## src/glyph_locator_defines.svh

```systemverilog
// Assertion macros shared by the glyph locator RTL.
// Expects clk and rst_n in the scope of each use.
`ifndef GLYPH_LOCATOR_DEFINES_SVH
`define GLYPH_LOCATOR_DEFINES_SVH

// same-cycle implication
`define GL_ASSERT_SAME(label, ante, cons, msg) \
    label: assert property (@(posedge clk) disable iff (!rst_n) (ante) |-> (cons)) \
        else $error(msg);

// next-cycle implication
`define GL_ASSERT_NEXT(label, ante, cons, msg) \
    label: assert property (@(posedge clk) disable iff (!rst_n) (ante) |=> (cons)) \
        else $error(msg);

`endif

```

## src/gl_pkg.sv

```systemverilog
// Shared types, codes and constants of the glyph locator.
// No dependencies.
package gl_pkg;

    localparam int TABLE_DEPTH = 8192;
    localparam int TBL_AW      = $clog2(TABLE_DEPTH);
    localparam int TBL_CW      = $clog2(TABLE_DEPTH + 1);

    localparam int KIND_W   = 2;
    localparam int POS_W    = 13;
    localparam int KEY_W    = 32;
    localparam int KLEN_W   = 3;
    localparam int GLYPH_W  = 13;
    localparam int SIZE_W   = 8;
    localparam int STATUS_W = 2;
    localparam int ADDR_W   = 32;
    localparam int OFS_W    = 24;
    localparam int CFG_IDX_W = 3;
    localparam int CFG_DATA_W = 32;
    localparam int NUM_SIZES = 5;

    localparam logic [KIND_W-1:0] KIND_GBK_LOAD = 2'd0;
    localparam logic [KIND_W-1:0] KIND_UTF_LOAD = 2'd1;
    localparam logic [KIND_W-1:0] KIND_GBK_FIND = 2'd2;
    localparam logic [KIND_W-1:0] KIND_UTF_FIND = 2'd3;

    localparam logic [STATUS_W-1:0] STS_OK        = 2'd0;
    localparam logic [STATUS_W-1:0] STS_NOT_READY = 2'd1;
    localparam logic [STATUS_W-1:0] STS_NOT_FOUND = 2'd2;
    localparam logic [STATUS_W-1:0] STS_BAD_SIZE  = 2'd3;

    localparam logic [CFG_IDX_W-1:0] CFG_LIB_READY = 3'd0;
    localparam logic [CFG_IDX_W-1:0] CFG_MAP_BASE  = 3'd1;
    localparam logic [CFG_IDX_W-1:0] CFG_BASE_12   = 3'd2;
    localparam logic [CFG_IDX_W-1:0] CFG_BASE_16   = 3'd3;
    localparam logic [CFG_IDX_W-1:0] CFG_BASE_20   = 3'd4;
    localparam logic [CFG_IDX_W-1:0] CFG_BASE_24   = 3'd5;
    localparam logic [CFG_IDX_W-1:0] CFG_BASE_32   = 3'd6;

    // result selection codes
    localparam logic [1:0] RES_LOADED    = 2'd0;
    localparam logic [1:0] RES_NOT_READY = 2'd1;
    localparam logic [1:0] RES_NOT_FOUND = 2'd2;
    localparam logic [1:0] RES_HIT       = 2'd3;

    localparam logic [15:0] GBK_END = 16'hFFFF;

    typedef struct packed {
        logic                             library_ready;
        logic [ADDR_W-1:0]                map_base;
        logic [NUM_SIZES-1:0][OFS_W-1:0]  size_base;
    } cfg_t;

    typedef struct packed {
        logic       clear;
        logic       load_gbk;
        logic       load_utf;
        logic       start;
        logic       scan;
        logic       mul;
        logic       sum;
        logic       res_load;
        logic [1:0] res_sel;
    } cmd_t;

    typedef struct packed {
        logic clear_last;
        logic hit;
        logic miss;
        logic out_free;
    } sts_t;

endpackage

```

## src/gl_ctrl.sv

```systemverilog
// Sequencer of the glyph locator: table clear, load, scan, address and reply.
// Depends on gl_pkg and glyph_locator_defines.svh.
`include "glyph_locator_defines.svh"

module gl_ctrl (
    input  logic                        clk,
    input  logic                        rst_n,
    input  logic                        req_valid,
    input  logic [gl_pkg::KIND_W-1:0]   req_kind,
    input  logic                        lib_ready,
    input  gl_pkg::sts_t                sts,
    output logic                        req_ready,
    output gl_pkg::cmd_t                cmd
);
    import gl_pkg::*;

    localparam logic [2:0] ST_CLEAR = 3'd0;
    localparam logic [2:0] ST_IDLE  = 3'd1;
    localparam logic [2:0] ST_SCAN  = 3'd2;
    localparam logic [2:0] ST_MUL   = 3'd3;
    localparam logic [2:0] ST_SUM   = 3'd4;
    localparam logic [2:0] ST_OUT   = 3'd5;

    logic [2:0] state_reg;
    logic [2:0] state_next;
    logic [1:0] sel_reg;
    logic [1:0] sel_next;

    always_comb
    begin
        state_next = state_reg;
        sel_next   = sel_reg;
        cmd        = '0;
        req_ready  = 1'b0;
        unique case (state_reg)
            ST_CLEAR:
            begin
                cmd.clear = 1'b1;
                if (sts.clear_last)
                begin
                    state_next = ST_IDLE;
                end
            end
            ST_IDLE:
            begin
                req_ready = 1'b1;
                if (req_valid)
                begin
                    unique case (req_kind)
                        KIND_GBK_LOAD:
                        begin
                            cmd.load_gbk = 1'b1;
                            sel_next     = RES_LOADED;
                            state_next   = ST_OUT;
                        end
                        KIND_UTF_LOAD:
                        begin
                            cmd.load_utf = 1'b1;
                            sel_next     = RES_LOADED;
                            state_next   = ST_OUT;
                        end
                        default:
                        begin
                            if (lib_ready)
                            begin
                                cmd.start  = 1'b1;
                                state_next = ST_SCAN;
                            end
                            else
                            begin
                                sel_next   = RES_NOT_READY;
                                state_next = ST_OUT;
                            end
                        end
                    endcase
                end
            end
            ST_SCAN:
            begin
                cmd.scan = 1'b1;
                if (sts.hit)
                begin
                    state_next = ST_MUL;
                end
                else if (sts.miss)
                begin
                    sel_next   = RES_NOT_FOUND;
                    state_next = ST_OUT;
                end
            end
            ST_MUL:
            begin
                cmd.mul    = 1'b1;
                state_next = ST_SUM;
            end
            ST_SUM:
            begin
                cmd.sum    = 1'b1;
                sel_next   = RES_HIT;
                state_next = ST_OUT;
            end
            ST_OUT:
            begin
                cmd.res_sel = sel_reg;
                if (sts.out_free)
                begin
                    cmd.res_load = 1'b1;
                    state_next   = ST_IDLE;
                end
            end
            default:
            begin
                state_next = ST_IDLE;
            end
        endcase
    end

    always_ff @(posedge clk or negedge rst_n)
    begin
        if (!rst_n)
        begin
            state_reg <= ST_CLEAR;
            sel_reg   <= RES_LOADED;
        end
        else
        begin
            state_reg <= state_next;
            sel_reg   <= sel_next;
        end
    end

    `GL_ASSERT_NEXT(a_lookup_scans,
        state_reg == ST_IDLE && req_valid && lib_ready &&
        (req_kind == KIND_GBK_FIND || req_kind == KIND_UTF_FIND),
        state_reg == ST_SCAN, "ready lookup did not start a scan")
    `GL_ASSERT_NEXT(a_hit_to_mul, state_reg == ST_SCAN && sts.hit,
        state_reg == ST_MUL, "scan hit did not enter address stage")
    `GL_ASSERT_NEXT(a_out_holds, state_reg == ST_OUT && !sts.out_free,
        state_reg == ST_OUT && $stable(sel_reg), "pending result dropped")
    `GL_ASSERT_SAME(a_no_accept_busy, state_reg != ST_IDLE, !req_ready,
        "transaction accepted while busy")

endmodule

```

## config.mk

```make
export PLATFORM = sky130hd
export DESIGN_NAME = gl_ctrl
export DESIGN_NICKNAME = d
export VERILOG_FILES = /design/src/gl_pkg.sv /design/src/gl_ctrl.sv
export VERILOG_INCLUDE_DIRS = /design/src /design/src/src
export SDC_FILE = /design/constraint.sdc
export NUM_CORES = 1
export LEC_CHECK = 0
export BUFFER_PORTS_ARGS = -buffer_cell sky130_fd_sc_hd__buf_2
export CAP_MARGIN = 20
export CORE_AREA = 2 2 39 41
export CTS_BUF_LIST = sky130_fd_sc_hd__clkbuf_4
export DETAILED_ROUTE_END_ITERATION = 7
export DIE_AREA = 0 0 41 43
export SYNTH_ARGS = -nofsm -noshare
export SYNTH_HDL_FRONTEND = slang
export SYNTH_SLANG_ARGS = --single-unit
```

## constraint.sdc

```tcl
create_clock -name clk -period 2.2 [get_ports clk]
set_input_delay 0.22 -clock clk [delete_from_list [all_inputs] [get_ports clk]]
set_output_delay 0.22 -clock clk [all_outputs]
set_load 0.05 [all_outputs]
```

Word-level counts from Yosys, hierarchy flattened
Cells that the tools add are included.
{ "classes": {"eq_ne": 13, "muxes": 27, "n_reduce_logical": 6} }
{ "ops": {"columns": ["op", "count"], "rows": [
  ["$mux 3", 10],
  ["$pmux 3 s6", 1],
  ["$mux 1", 10],
  ["$mux 2", 5],
  ["$ne 2x2->1 const B", 5],
  ["$eq 3x2->1 const B", 2],
  ["$eq 3x3->1 const B", 2],
  ["$ne 3x3->1 const B", 2],
  ["$pmux 2 s3", 1],
  ["$reduce_and 5->1", 1],
  ["$reduce_and 4->1", 1],
  ["$eq 3x1->1 const B", 1],
  ["$logic_not 3->1", 1],
  ["$reduce_bool 3->1", 1],
  ["$eq 2x1->1 const B", 1],
  ["$logic_not 2->1", 1],
  ["$reduce_or 2->1", 1]
]} }
{ "word_totals": {"regBits": 5, "inputBits": 10, "out_inout_bits": 11, "elab_cells": 48} }

Logic depth before layout (Yosys ltp)
{ "depth": {"word_depth": 5, "depth_mapped": 5, "depth_no_buf": 3} }

Least setup slack after synthesis
OpenSTA, ideal clock, no wires.
{ "synth_path": {"kind": "register to output", "startpoint": "register state_reg[2]", "endpoint": "output cmd[7] (netlist bit)", "arrival_time_ns": 1.917, "t_required_ns": 1.980, "slack_ns": 0.063, "stages_incl_launch_ff": 4, "path_buffers": 1, "cell_sequence": "dfrtp_1 -> buf_2 -> nand4bb_1 -> nor3b_1"} }
{ "synth_lines": {"columns": ["element", "line_no", "rtl"], "rows": [
  ["start, declared", "gl_ctrl.sv:24", "logic [2:0] state_reg;"],
  ["start signal, assigned", "gl_ctrl.sv:127", "state_reg <= state_next;"],
  ["end, declared", "gl_ctrl.sv:13", "output gl_pkg::cmd_t cmd"]
]} }

==> qor.yml <==
run_status:
  status: "complete, no violations"
clocking:
  post_cts_resize_count: 0
  clk_path_buf_depth: 2
  cts_buffers: 3
  clkSlewWorstSetupHoldPaths_ps: 50
  clock_latency_ps: 250
  htreeDepth: 1
  clock-sinks: 5
  tritoncts: "built"
  cts_root_buf: "clkbuf_4"
sta:
  tightest_slew_ps: 592
  setup_viol: 0
  min_period_ps: 1980
  fmax_mhz: 504
  finalClockSkew_ps: 7.59
  relSlewSlack: 0.605
  rsz0062_at_grt: "false"
  drv_slew: 0
  setup_tns_ps: 0
  worst_slack_ps: 215
  period_share: 0.902
  finalHoldViolCount: 0
power_and_ir_drop:
  ir_drop_uv: 355
  leakagePower_nw: 0.294
  power_density_nw_per_um2: 1230
yosys:
  synth_area_leaders: "dfrtp_1 26%, nand4bb_1 7.0%, and3_1 6.4%"
  synth_edf_count: 0
  ys_ff_latch: 5
  yosys_warnings: 0
  synth_fp_nets: 66
  synth.distinct_cells: 32
  ys_seq_area_frac: 0.258
  synth_flop_cell: "dfrtp_1"
  syn_inst: 56
  avgSynthCellArea_sq_um: 8.67
  synth_largest_area_cell: "dfrtp_1"
  synth_top_area_share: 0.258
  synthArstFlopShare: 1.00
  syn_area_sq_um: 485
critical_path:
  critical_path_required_ps: 1980
  cp_max_fo: 21
  rr_worst_depth: 3
  worstSetupPathType: "reg -> out"
  cp.arrival_ps: 1760
  timing.critical_path.from_type: "register"
  critPathCaptureType: "output port"
floorplan:
  start_util: 0.351
  rows: 14
  die_x_microns: 41
  dieArea_sq_um: 1760
  core_area_sq_um: 1380
  die_h_microns: 43
  io-pin-count: 21
placed_design:
  place_ws_ps: 501
  dp_cells: 87
  place_area_sq_um: 569
  port_buffers: 20
  hpwl_microns: 840
  gp_congestion: 0.752
finish:
  fin_area_sq_um: 609
  synthToLayoutAreaGrowth_pct: 25.5
  largest_reg_flops: 3
  nets: 87
  drive_gt1_frac: 0.355
  antenna_cells: 0
  fin_cells: 92
min_path:
  worstHoldPathType: "in -> reg"
  hold_depth: 2
detailed_routing:
  wl_per_cell_microns: 12.6
  wl_met1_microns: 508
  ant_nets: 0
  met3WireLength_microns: 64
  wl_met2_microns: 565
  drt-total-wl_mm: 1.16
  drt-initial-drc-count: 2
  top_layer: "met4"
  viasPerCell: 5.60
  first_pass_iters: 4
  drc: 0
  num_vias: 515
global_routing:
  antenna_found_initial: 0
  grt_max_degree: 22
  grt_pass1_wl_mm: 1.89
  grt_pass1_vias: 452
  grt_use_total: 0.163
  grt.overflow.total: 0
flow_run:
  maxCapViolCount: 0
worst max-delay path, cell delays in order, from the launching register on:
cell and delay [ps]:
dfrtp_1 590, nand4bb_1 380, nor3b_1 250, buf_2 290
Yosys cell counts (2+ instances only):
library cell and n:
nor3b_1 2, a21oi_1 2, and3_1 5, nand4bb_1 3, nor4bb_1 2, o21ai_1 2
inv_1 3, dfrtp_1 5, nand2_1 2, nor2b_1 2, nor3_1 5, buf_4 2
buf_2 2
layer usage:
| layer | global-route usage | up-vias |
|---|---|---|
| li1 | - | 257 |
| met1 | 0.204 | 237 |
| met2 | 0.225 | 19 |
| met3 | 0.0628 | 2 |
| met4 | 0.100 | 0 |
| met5 | 0 | - |
path summary, 6_finish.rpt:
| kind | start | to | slack (ps) |
|---|---|---|---|
| min | sts[0] | state_reg[2]$_DFFE_PN0P_ | 180 |
| min reg2reg | sel_reg[0]$_DFFE_PN0P_ | sel_reg[0]$_DFFE_PN0P_ | 570 |
| max | state_reg[1]$_DFFE_PN0P_ | cmd[7] | 220 |
| max reg2reg | state_reg[1]$_DFFE_PN0P_ | state_reg[2]$_DFFE_PN0P_ | 760 |
| min in group asynchronous | rst_n | sel_reg[0]$_DFFE_PN0P_ | 310 |
| max in group asynchronous | rst_n | state_reg[0]$_DFFE_PN0P_ | 1760 |
final cells by class:
type / count / area, sq um
Sequential cell: 5 / 125
Clock buffer: 4 / 30.0
Fill cell: 145 / 774
Tap cell: 16 / 20.0
Multi-Input combinational cell: 43 / 313
Timing Repair Buffer: 21 / 110
Inverter: 3 / 11.3
through the flow:
stage                     power (W)  utilization  hold WS [ps]
after CTS                  0.000750        0.440           176
after global placement     0.000630        0.411          35.3
after detailed placement   0.000623        0.411          35.2
after floorplan            0.000552            -         -75.6
after global routing       0.000804        0.440           188
final                      0.000747        0.440           183
repair_timing:
action / 4_1_cts / 5_1_grt
hold endpoints to repair: 5 / 0
setup endpoints to repair: 0 / 0
buffers inserted: 0 / 0
hold buffers: 1 / 0
placed cells by master (no fill, tap or decap), types with 2 or more instances in the layout:
master / synthesis / routed
nor3b_1: 2 / 2
and3_1: 5 / 5
nor4bb_1: 2 / 2
a21oi_1: 2 / 2
nand4bb_1: 3 / 3
nor2b_1: 2 / 2
inv_1: 3 / 3
o21ai_1: 2 / 2
buf_2: 2 / 20
nand2_1: 2 / 2
clkbuf_4: 0 / 4
dfrtp_1: 5 / 5
nor3_1: 5 / 5
cells by family after synthesis:
family	Yosys count	synth area share
muxes	1	0.0232
and+or+nand+nor	31	0.459
buffers and inverters	8	0.0979
DFF	5	0.258
AOI/OAI and AO/OA	11	0.162
power by group:
part | total, W | internal [W] | switching, W
Combinational | 0.000416 | 0.000146 | 0.000270
Clock | 0.000121 | 0.0000810 | 0.0000398
Sequential | 0.000210 | 0.000125 | 0.0000848
(Power assumes the default switching activity.)
