**src/glyph_locator_defines.svh**
```systemverilog
// Assertion macros shared by the glyph locator RTL.
// Expects clk and rst_n in the scope of each use.
`ifndef GLYPH_LOCATOR_DEFINES_SVH
`define GLYPH_LOCATOR_DEFINES_SVH

// same-cycle implication
`define GL_ASSERT_SAME(label, ante, cons, msg) \
    label: assert property (@(posedge clk) disable iff (!rst_n) (ante) |-> (cons)) \
        else $error(msg);

// next-cycle implication
`define GL_ASSERT_NEXT(label, ante, cons, msg) \
    label: assert property (@(posedge clk) disable iff (!rst_n) (ante) |=> (cons)) \
        else $error(msg);

`endif

```
**src/gl_pkg.sv**
```systemverilog
// Shared types, codes and constants of the glyph locator.
// No dependencies.
package gl_pkg;

    localparam int TABLE_DEPTH = 8192;
    localparam int TBL_AW      = $clog2(TABLE_DEPTH);
    localparam int TBL_CW      = $clog2(TABLE_DEPTH + 1);

    localparam int KIND_W   = 2;
    localparam int POS_W    = 13;
    localparam int KEY_W    = 32;
    localparam int KLEN_W   = 3;
    localparam int GLYPH_W  = 13;
    localparam int SIZE_W   = 8;
    localparam int STATUS_W = 2;
    localparam int ADDR_W   = 32;
    localparam int OFS_W    = 24;
    localparam int CFG_IDX_W = 3;
    localparam int CFG_DATA_W = 32;
    localparam int NUM_SIZES = 5;

    localparam logic [KIND_W-1:0] KIND_GBK_LOAD = 2'd0;
    localparam logic [KIND_W-1:0] KIND_UTF_LOAD = 2'd1;
    localparam logic [KIND_W-1:0] KIND_GBK_FIND = 2'd2;
    localparam logic [KIND_W-1:0] KIND_UTF_FIND = 2'd3;

    localparam logic [STATUS_W-1:0] STS_OK        = 2'd0;
    localparam logic [STATUS_W-1:0] STS_NOT_READY = 2'd1;
    localparam logic [STATUS_W-1:0] STS_NOT_FOUND = 2'd2;
    localparam logic [STATUS_W-1:0] STS_BAD_SIZE  = 2'd3;

    localparam logic [CFG_IDX_W-1:0] CFG_LIB_READY = 3'd0;
    localparam logic [CFG_IDX_W-1:0] CFG_MAP_BASE  = 3'd1;
    localparam logic [CFG_IDX_W-1:0] CFG_BASE_12   = 3'd2;
    localparam logic [CFG_IDX_W-1:0] CFG_BASE_16   = 3'd3;
    localparam logic [CFG_IDX_W-1:0] CFG_BASE_20   = 3'd4;
    localparam logic [CFG_IDX_W-1:0] CFG_BASE_24   = 3'd5;
    localparam logic [CFG_IDX_W-1:0] CFG_BASE_32   = 3'd6;

    // result selection codes
    localparam logic [1:0] RES_LOADED    = 2'd0;
    localparam logic [1:0] RES_NOT_READY = 2'd1;
    localparam logic [1:0] RES_NOT_FOUND = 2'd2;
    localparam logic [1:0] RES_HIT       = 2'd3;

    localparam logic [15:0] GBK_END = 16'hFFFF;

    typedef struct packed {
        logic                             library_ready;
        logic [ADDR_W-1:0]                map_base;
        logic [NUM_SIZES-1:0][OFS_W-1:0]  size_base;
    } cfg_t;

    typedef struct packed {
        logic       clear;
        logic       load_gbk;
        logic       load_utf;
        logic       start;
        logic       scan;
        logic       mul;
        logic       sum;
        logic       res_load;
        logic [1:0] res_sel;
    } cmd_t;

    typedef struct packed {
        logic clear_last;
        logic hit;
        logic miss;
        logic out_free;
    } sts_t;

endpackage

```
**src/gl_cfg.sv**
```systemverilog
// Configuration register file of the glyph locator.
// Depends on gl_pkg.
module gl_cfg (
    input  logic                           clk,
    input  logic                           rst_n,
    input  logic                           cfg_we,
    input  logic [gl_pkg::CFG_IDX_W-1:0]   cfg_index,
    input  logic [gl_pkg::CFG_DATA_W-1:0]  cfg_wdata,
    output gl_pkg::cfg_t                   cfg
);
    import gl_pkg::*;

    cfg_t cfg_reg;
    cfg_t cfg_next;

    always_comb
    begin
        cfg_next = cfg_reg;
        if (cfg_we)
        begin
            unique case (cfg_index)
                CFG_LIB_READY: cfg_next.library_ready = cfg_wdata[0];
                CFG_MAP_BASE:  cfg_next.map_base      = cfg_wdata[ADDR_W-1:0];
                CFG_BASE_12:   cfg_next.size_base[0]  = cfg_wdata[OFS_W-1:0];
                CFG_BASE_16:   cfg_next.size_base[1]  = cfg_wdata[OFS_W-1:0];
                CFG_BASE_20:   cfg_next.size_base[2]  = cfg_wdata[OFS_W-1:0];
                CFG_BASE_24:   cfg_next.size_base[3]  = cfg_wdata[OFS_W-1:0];
                CFG_BASE_32:   cfg_next.size_base[4]  = cfg_wdata[OFS_W-1:0];
                default:       cfg_next = cfg_reg;
            endcase
        end
    end

    always_ff @(posedge clk or negedge rst_n)
    begin
        if (!rst_n)
        begin
            cfg_reg <= '0;
        end
        else
        begin
            cfg_reg <= cfg_next;
        end
    end

    assign cfg = cfg_reg;

endmodule

```
**config.mk**
```make
export PLATFORM = sky130hd
export DESIGN_NAME = gl_cfg
export DESIGN_NICKNAME = d
export VERILOG_FILES = /design/src/glyph_locator_defines.svh /design/src/gl_pkg.sv /design/src/gl_cfg.sv
export SDC_FILE = /design/constraint.sdc
export NUM_CORES = 1
export LEC_CHECK = 0
export BUFFER_PORTS_ARGS = -buffer_cell sky130_fd_sc_hd__clkbuf_2
export CAP_MARGIN = 20
export CORE_ASPECT_RATIO = 0.6
export CORE_MARGIN = 5
export CORE_UTILIZATION = 40
export DETAILED_ROUTE_END_ITERATION = 10
export GPL_ROUTABILITY_DRIVEN = 0
export SLEW_MARGIN = 20
export SYNTH_ARGS = -nofsm -noshare
export SYNTH_HDL_FRONTEND = slang
export SYNTH_SLANG_ARGS = --single-unit
```
**constraint.sdc**
```tcl
create_clock -name clk -period 1.6 [get_ports clk]
set_input_delay 0.16 -clock clk [delete_from_list [all_inputs] [get_ports clk]]
set_output_delay 0.16 -clock clk [all_outputs]
set_load 0.1 [all_outputs]
```
======== After elaboration in Yosys (flattened, before gate mapping) ========
Cells that the tools add are included.
storage, ports and cells
  bits of input ports ..................... 38
  logic and storage cells ................. 21
  flip-flop bits (word level) ............. 153
  output and inout port bits .............. 153
cells by class
  reduce and logical (&&, ||, !) cells .... 8
  eq/ne operators ......................... 6
operators with widths
  kind                  count
  $reduce_and A2 Y1     7
  $eq A3 B3 Y1 const B  3
  $eq A3 B2 Y1 const B  2
  $eq A3 B1 Y1 const B  1
  $logic_not A3 Y1      1

======== Depth between registers and ports, before layout ========
Gate-level depths: netlist of run 1.
  depth after elaboration ................. 2
  depth in mapped cells ................... 5
  gate-level depth less buffers ........... 2

======== Worst setup path before layout of run 1 ========
Ideal clock, no wire load.
  path type ............................... register to register
  from .................................... register cfg[100] (netlist name)
  to ...................................... register cfg_reg (netlist bit cfg[100])
  path slack .............................. 340 ps
  cell stages (with the launch flop) ...... 2
  required time ........................... 1474 ps
  library setup time ...................... 126 ps
  period minus slack after synthesis ...... 1260 ps
  buffers on the path ..................... 0
  arrival time ............................ 1134 ps
  cell sequence ........................... dfrtp_1 -> mux2_2
RTL lines
  item                  RTL line      text
  to (signal assigned)  gl_cfg.sv:42  cfg_reg <= cfg_next;
  to (decl)             gl_cfg.sv:13  cfg_t cfg_reg;

======== Final worst setup path of run 1 ========
  from .................................... register cfg_reg (netlist bit cfg[59])
  to ...................................... output port cfg[59] (netlist name)
RTL lines
  item       RTL line     text
  to (decl)  gl_cfg.sv:9  output gl_pkg::cfg_t cfg
No word-level cell between the ends.

==> results.sh, run 1 <==
export IMPL_core_mm2=0.0152
export IMPL_die_w_um=170
export IMPL_antenna_found_initial=0
export IMPL_path_class="reg2out"
export IMPL_io_pins=191
export IMPL_reg2reg_to="cfg[136]"
export IMPL_crit_start="cfg[59]"
export IMPL_synth_distinct_cells=9
export IMPL_post_cts_buffers=0
export IMPL_initial_core_util=0.404
export IMPL_vias_per_cell=4.75
export IMPL_period_needed_ns=1.44
export IMPL_clk_latency_ns=0.40
export IMPL_slew_viol_final=0
export IMPL_min_from="cfg_wdata[12]"
export IMPL_endpoint_kind="output port"
export IMPL_hold_depth=2
export IMPL_final_cell_mix="clkbuf_2, dfrtp_1, mux2_2, mux2_4, clkbuf_16"
export IMPL_max_slew_margin=0.614
export IMPL_syn_area_per_cell_um2=18.5
export IMPL_final_core_util=0.531
export IMPL_cp_start_kind="register"
export IMPL_grt_total_usage=0.165
export IMPL_cpPeakStageDelay_ns=0.48
export IMPL_wirelength_um=14600
export IMPL_rows=35
export IMPL_netlist_instances=330
export IMPL_crit_chain="clkbuf_2"
export IMPL_numPortBuffers=190
export IMPL_final_common_cell="clkbuf_2"
export IMPL_slowest_stage="clkbuf_2"
export IMPL_layout_area_overhead_vs_synth_pct=31.5
export IMPL_numCtsBuffers=17
export IMPL_cp_arrival_ns=1.28
export IMPL_tightest_slew_ns=0.581
export IMPL_grt_overflow=0
export IMPL_antenna_cells=0
export IMPL_syn_area_mm2=0.00611
export IMPL_htree_levels=4
export IMPL_dieArea_mm2=0.0179
export IMPL_clockBufferDepth=2
export IMPL_drt_iter0_drc=119
export IMPL_path_delay_family="buffers and inverters"
export IMPL_cts_tree="done"
export IMPL_synth_mux_area_frac=0.325
export IMPL_nets=582
export IMPL_whs_endpoint="cfg[132]"
export IMPL_synth_fa_ha_area_frac=0
export IMPL_synth_compound_area_share=0
export IMPL_reg2regPathDepth=1
export IMPL_status="finished, final reports clean"
export IMPL_num_vias=3610
export IMPL_clock_fmax_ghz=0.693
export IMPL_grt_max_degree=49
export IMPL_grt_pass1_wl_um=23200
export IMPL_dp_hpwl_um=10500
export IMPL_worstPathRequired_ns=1.44
export IMPL_clkTransAtPathRegs_ns=0.07
export IMPL_cts_resized=0
export IMPL_synth_top_family_by_area="multiplexers"
export IMPL_synth_xor_area_frac=0
export IMPL_cap_violations=0
export IMPL_synth_simple_gate_area_share=0.0149
export IMPL_wire_per_inst_um=19.2
export IMPL_ys_ff_latch=153
export IMPL_drive_gt1_frac=0.707
export IMPL_rsz0062_at_grt="false"
export IMPL_ant_nets=0
export IMPL_path_max_fanout=2
export IMPL_setup_violations=0
export IMPL_cp_num_buf_inv=1
export IMPL_r2r_setup_slack_ns=0.79
export IMPL_synth_fp_nets=368
export IMPL_cts_root_buf="clkbuf_16"
export IMPL_die_h_um=106
export IMPL_route_detailed_drc=0
export IMPL_hold_class="in2reg"
export IMPL_fin_crit_sh=0.902
export IMPL_clock_sinks=153
export IMPL_rr_startpoint="cfg[136]"
export IMPL_finalSetupTns_ns=0
export IMPL_largest_reg_flops=153
export IMPL_dr_pass1_iters=4
export IMPL_yosys_warnings=0
export IMPL_report_final_hold_viol_count=0
export IMPL_grt_pass1_vias=4068
export IMPL_ys_seq_area_frac=0.626
export IMPL_finClkSkew_ns=0
how the worst max path moves through the flow:
stage / slack [ns] / endpoint / cells past startpoint
after floorplan: 0.34 / cfg[100] / 1
after global placement: 0.25 / cfg[2] / 4
after detailed placement: 0.21 / cfg[50] / 4
after CTS: 0.14 / cfg[59] / 1
after global routing: 0.12 / cfg[71] / 1
final: 0.16 / cfg[59] / 1
synthesized netlist by cell type:
master	instances	area, µm²
buf_6	3	33.8
dfrtp_1	153	3830
and4bb_1	3	37.5
buf_2	7	35.0
nand4b_2	3	45.0
mux2_4	70	1050
mux2_2	83	935
nor4b_1	1	8.76
buf_12	7	140
repair_timing:
action | in CTS | in global routing
hold buffers | 9 | 0
endpoints found under the setup margin | 0 | 0
hold endpoints to repair | 138 | 0
final cells by class:
class / instances / area, µm²
Fill cell: 1320 / 7110
Sequential cell: 153 / 3830
Multi-Input combinational cell: 160 / 2080
Timing Repair Buffer: 212 / 1230
Clock buffer: 18 / 439
Tap cell: 203 / 254
Clock inverter: 14 / 208
stage by stage:
stage               instance area [µm²]  worst slack [ns]  instances  hold WS (ns)
finish                             8040             0.157        760        0.0687
global route                       8040             0.119        760        0.0591
CTS                                8040             0.141        760        0.0489
floorplan                          6110             0.340        330        -0.136
detailed placement                 7300             0.215        719        0.0589
global placement                   7300             0.251        719        0.0504
cells by family after synthesis:
family                 Yosys count
buffers and inverters           17
and+or+nand+nor                  7
muxes                          153
DFF                            153
layer usage:
layer,wire length [µm],track usage
met1,7000,0.235
met2,6330,0.241
met3,1180,0.0618
met4,100,0.0391
met5,0,0
Power of run 1 is left out: the tool's default activity adds up to more than one toggle a clock period on the data nets, which glitch-free logic cannot reach.
==> run 2: changes to the inputs <==
==> constraint.sdc (replaced) <==
create_clock -name clk -period 1.6 [get_ports clk]
set_input_delay 0.24 -clock clk [delete_from_list [all_inputs] [get_ports clk]]
set_output_delay 0.24 -clock clk [all_outputs]
set_load 0.1 [all_outputs]
==> run 2 against run 1 <==
  * Sequential share of layout area is 0.48 points higher
  * Non-clock buffer count is 5 lower
  * Via count is 0.44% lower
  * Sequential cell count stayed put
  * Core utilization is 0.53 points lower
  * Critical path depth stayed put
  * Wire length is 1.4% lower
==> results.sh, run 2 (synthesis gave the netlist of run 1 again) <==
export IMPL_grt_pass1_vias=3892
export IMPL_ant_nets=0
export IMPL_finalSetupTns_ns=0
export IMPL_min_from="cfg_wdata[29]"
export IMPL_fin_crit_sh=0.946
export IMPL_cpPeakStageDelay_ns=0.48
export IMPL_endpoint_kind="output port"
export IMPL_grt_max_degree=41
export IMPL_whs_endpoint="cfg[149]"
export IMPL_clk_latency_ns=0.40
export IMPL_dieArea_mm2=0.0179
export IMPL_drt_iter0_drc=139
export IMPL_dp_hpwl_um=10600
export IMPL_finClkSkew_ns=0
export IMPL_dr_pass1_iters=4
export IMPL_nets=577
export IMPL_clockBufferDepth=2
export IMPL_wire_per_inst_um=19.1
export IMPL_num_fill_cells=1298
export IMPL_cts_root_buf="clkbuf_16"
export IMPL_htree_levels=4
export IMPL_drive_gt1_frac=0.716
export IMPL_vias_per_cell=4.76
export IMPL_clkTransAtPathRegs_ns=0.06
export IMPL_hold_depth=2
export IMPL_status="finished, final reports clean"
export IMPL_clock_sinks=153
export IMPL_num_vias=3594
export IMPL_layout_area_overhead_vs_synth_pct=30.2
export IMPL_worst_slack_ns=0.0867
export IMPL_cp_arrival_ns=1.27
export IMPL_antenna_found_initial=0
export IMPL_numCtsBuffers=17
export IMPL_cap_violations=0
export IMPL_slowest_stage="clkbuf_2"
export IMPL_numPortBuffers=190
export IMPL_wirelength_um=14400
export IMPL_crit_chain="clkbuf_2"
export IMPL_rr_startpoint="cfg[11]"
export IMPL_die_w_um=170
export IMPL_finalInstanceArea_mm2=0.00796
export IMPL_cts_resized=0
export IMPL_slew_viol_final=0
export IMPL_crit_start="cfg[11]"
export IMPL_reg2regPathDepth=1
export IMPL_final_common_cell="clkbuf_2"
export IMPL_post_cts_buffers=0
export IMPL_postPlaceCellArea_mm2=0.00734
export IMPL_hold_class="in2reg"
export IMPL_multi_input_area_mm2=0.00208
export IMPL_antenna_cells=0
export IMPL_worstPathRequired_ns=1.36
export IMPL_setup_violations=0
export IMPL_initial_core_util=0.404
export IMPL_post_place_ws_ns=0.148
export IMPL_grt_overflow=0
export IMPL_core_mm2=0.0152
export IMPL_tightest_slew_ns=0.580
export IMPL_grt_total_usage=0.165
export IMPL_io_pins=191
export IMPL_report_final_hold_viol_count=0
export IMPL_cts_tree="done"
export IMPL_route_detailed_drc=0
export IMPL_die_h_um=106
export IMPL_path_max_fanout=2
export IMPL_hold_ws_ns=0.0600
export IMPL_final_cell_mix="clkbuf_2, dfrtp_1, mux2_2, mux2_4, clkbuf_16"
export IMPL_max_slew_margin=0.615
export IMPL_path_class="reg2out"
export IMPL_path_delay_family="buffers and inverters"
export IMPL_period_needed_ns=1.51
export IMPL_rows=35
export IMPL_cts_hold_buf=1
export IMPL_reg2reg_to="cfg[11]"
export IMPL_cp_num_buf_inv=1
export IMPL_rsz0062_at_grt="false"
export IMPL_largest_reg_flops=153
export IMPL_cp_start_kind="register"
export IMPL_r2r_setup_slack_ns=0.79
export IMPL_grt_pass1_wl_um=23000
export IMPL_clock_fmax_ghz=0.661
export IMPL_seq_area_mm2=0.00383
run 2: worst max path at each step:
stage	endpoint	slack (ns)	depth (start not counted)
after floorplan	cfg[120]	0.32	5
after global placement	cfg[2]	0.17	4
after detailed placement	cfg[127]	0.15	4
after CTS	cfg[57]	0.07	1
after global routing	cfg[135]	0.04	1
final	cfg[11]	0.09	1
run 2: layout make-up:
type	instances	share of cell area
Sequential cell	153	0.481
Tap cell	203	0.0319
Clock buffer	20	0.0561
Timing Repair Buffer	207	0.149
Clock inverter	12	0.0208
Multi-Input combinational cell	160	0.261
run 2: per-stage QoR:
stage | std cells | util
final | 755 | 0.525
after global routing | 755 | 0.525
after CTS | 755 | 0.525
after detailed placement | 722 | 0.484
after global placement | 722 | 0.484
after floorplan | 330 | -
run 2: metal layers:
layer	GRT usage	vias up	wire length [µm]
met2	0.230	128	5940
li1	-	1604	-
met3	0.0667	12	1230
met1	0.240	1850	7120
met5	0	-	0
met4	0.0391	0	105
Power of run 2 is left out for the same reason.
==> run 3: changes to the inputs <==
Settings changed: CORE_UTILIZATION 40 to 55, PLACE_DENSITY set to 0.85.
==> run 3 against run 2 <==
  * Final area down 1.6%
  * Maximum frequency is 0.25% lower
  * First-iteration DRC count shrank 21%
  * Register-to-register slack about the same
  * Non-clock buffer count down 4
  * Largest cell class unchanged
  * Sequential cell count is the same
  * Core utilization up 21 points
  * Critical path type unchanged
  * Clock-buffer cell count fell by 2
==> results.sh, run 3 (synthesis gave the netlist of run 1 again) <==
export IMPL_rsz0062_at_grt="false"
export IMPL_setup_violations=0
export IMPL_cap_violations=0
export IMPL_grt_util_met1=0.295
export IMPL_path_delay_family="buffers and inverters"
export IMPL_clockBufferDepth=2
export IMPL_nets=573
export IMPL_endpoint_kind="output port"
export IMPL_layout_area_overhead_vs_synth_pct=28.1
export IMPL_cpPeakStageDelay_ns=0.48
export IMPL_finalSetupTns_ns=0
export IMPL_clock_sinks=153
export IMPL_final_common_cell="clkbuf_2"
export IMPL_largest_reg_flops=153
export IMPL_core_mm2=0.0107
export IMPL_grt_overflow=0
export IMPL_fin_crit_sh=0.948
export IMPL_initial_core_util=0.571
export IMPL_dieArea_mm2=0.0134
export IMPL_vias_per_cell=5.31
export IMPL_wire_per_inst_um=20.7
export IMPL_grt_pass1_vias=4042
export IMPL_worstPathRequired_ns=1.36
export IMPL_route_detailed_drc=0
export IMPL_path_class="reg2out"
export IMPL_grt_use_met3=0.0833
export IMPL_status="finished, final reports clean"
export IMPL_cts_root_buf="clkbuf_16"
export IMPL_post_cts_buffers=0
export IMPL_num_vias=3641
export IMPL_ant_nets=0
export IMPL_io_pins=191
export IMPL_worst_slack_ns=0.0830
export IMPL_rows=29
export IMPL_report_final_hold_viol_count=0
export IMPL_slew_viol_final=0
export IMPL_hold_class="in2reg"
export IMPL_die_h_um=91.7
export IMPL_num_fill_cells=671
export IMPL_period_needed_ns=1.52
export IMPL_final_cell_mix="clkbuf_2, dfrtp_1, mux2_2, mux2_4, clkbuf_16"
export IMPL_grtUsageMet2=0.329
export IMPL_dr_pass1_iters=4
export IMPL_finClkSkew_ns=0
export IMPL_drive_gt1_frac=0.715
export IMPL_slowest_stage="clkbuf_2"
export IMPL_numCtsBuffers=17
export IMPL_top_usage_layer="met2"
export IMPL_multi_input_area_mm2=0.00208
export IMPL_cts_tree="done"
export IMPL_path_max_fanout=2
export IMPL_seq_area_mm2=0.00383
export IMPL_cp_start_kind="register"
export IMPL_antenna_cells=0
export IMPL_r2r_setup_slack_ns=0.79
export IMPL_post_place_ws_ns=0.129
export IMPL_grt_total_usage=0.217
export IMPL_clock_fmax_ghz=0.659
export IMPL_cp_num_buf_inv=1
export IMPL_wirelength_um=14200
export IMPL_crit_chain="clkbuf_2"
export IMPL_cp_arrival_ns=1.28
export IMPL_grt_pass1_wl_um=22800
export IMPL_drt_iter0_drc=110
export IMPL_dp_hpwl_um=9950
export IMPL_antenna_found_initial=0
export IMPL_clkTransAtPathRegs_ns=0.06
export IMPL_max_slew_margin=0.618
export IMPL_clk_latency_ns=0.40
export IMPL_grt_max_degree=44
export IMPL_numPortBuffers=190
export IMPL_tightest_slew_ns=0.575
export IMPL_die_w_um=146
export IMPL_htree_levels=4
==> run 3: cell types whose count changed in the layout (fill, tap and decap cells not counted), sizes merged <==
cell      before  now
buf           17   13
inv            4    0
clkbuf       209  207
clkinv         3    7
clkinvlp       2    3
==> run 3: what timing repair did <==
| item | in CTS | in global routing |
|---|---|---|
| resized for setup | 0 | 0 |
| setup endpoints to repair | 0 | 0 |
| hold endpoints to repair | 39 | 0 |
| hold buffers | 1 | 0 |
==> run 3: final timing paths <==
kind	end	start	cells after the start
hold / removal	cfg[145]	cfg_wdata[25]	2
setup reg to reg	cfg[16]	cfg[16]	1
hold reg to reg	cfg[115]	cfg[115]	1
min in group asynchronous	cfg[62]	rst_n	2
max in group asynchronous	cfg[75]	rst_n	3
setup / recovery	cfg[16]	cfg[16]	1
==> run 3: layout make-up <==
type	count	share of cell area
Clock buffer	18	0.0548
Multi-Input combinational cell	160	0.265
Sequential cell	153	0.489
Timing Repair Buffer	203	0.149
Clock inverter	13	0.0198
Tap cell	139	0.0222
==> run 3: metal layers <==
| metal | vias to the layer above | wire length (µm) | part of all wire |
|---|---|---|---|
| met4 | 0 | 151 | 0.011 |
| met3 | 14 | 1180 | 0.083 |
| li1 | 1588 | - | - |
| met1 | 1894 | 6420 | 0.45 |
| met2 | 145 | 6470 | 0.45 |
| met5 | - | 0 | 0 |
==> run 3: per-stage QoR <==
stage          area [µm²]  hold slack [ns]  utilization  cells
6_report             7830           0.0683        0.732    686
5_1_grt              7830           0.0514        0.732    686
4_1_cts              7830           0.0493        0.732    686
3_5_place_dp         7240            0.200        0.676    654
3_3_place_gp         7240            0.186        0.676    654
2_1_floorplan        6110          -0.0556            -    330
Power of run 3 is left out for the same reason.
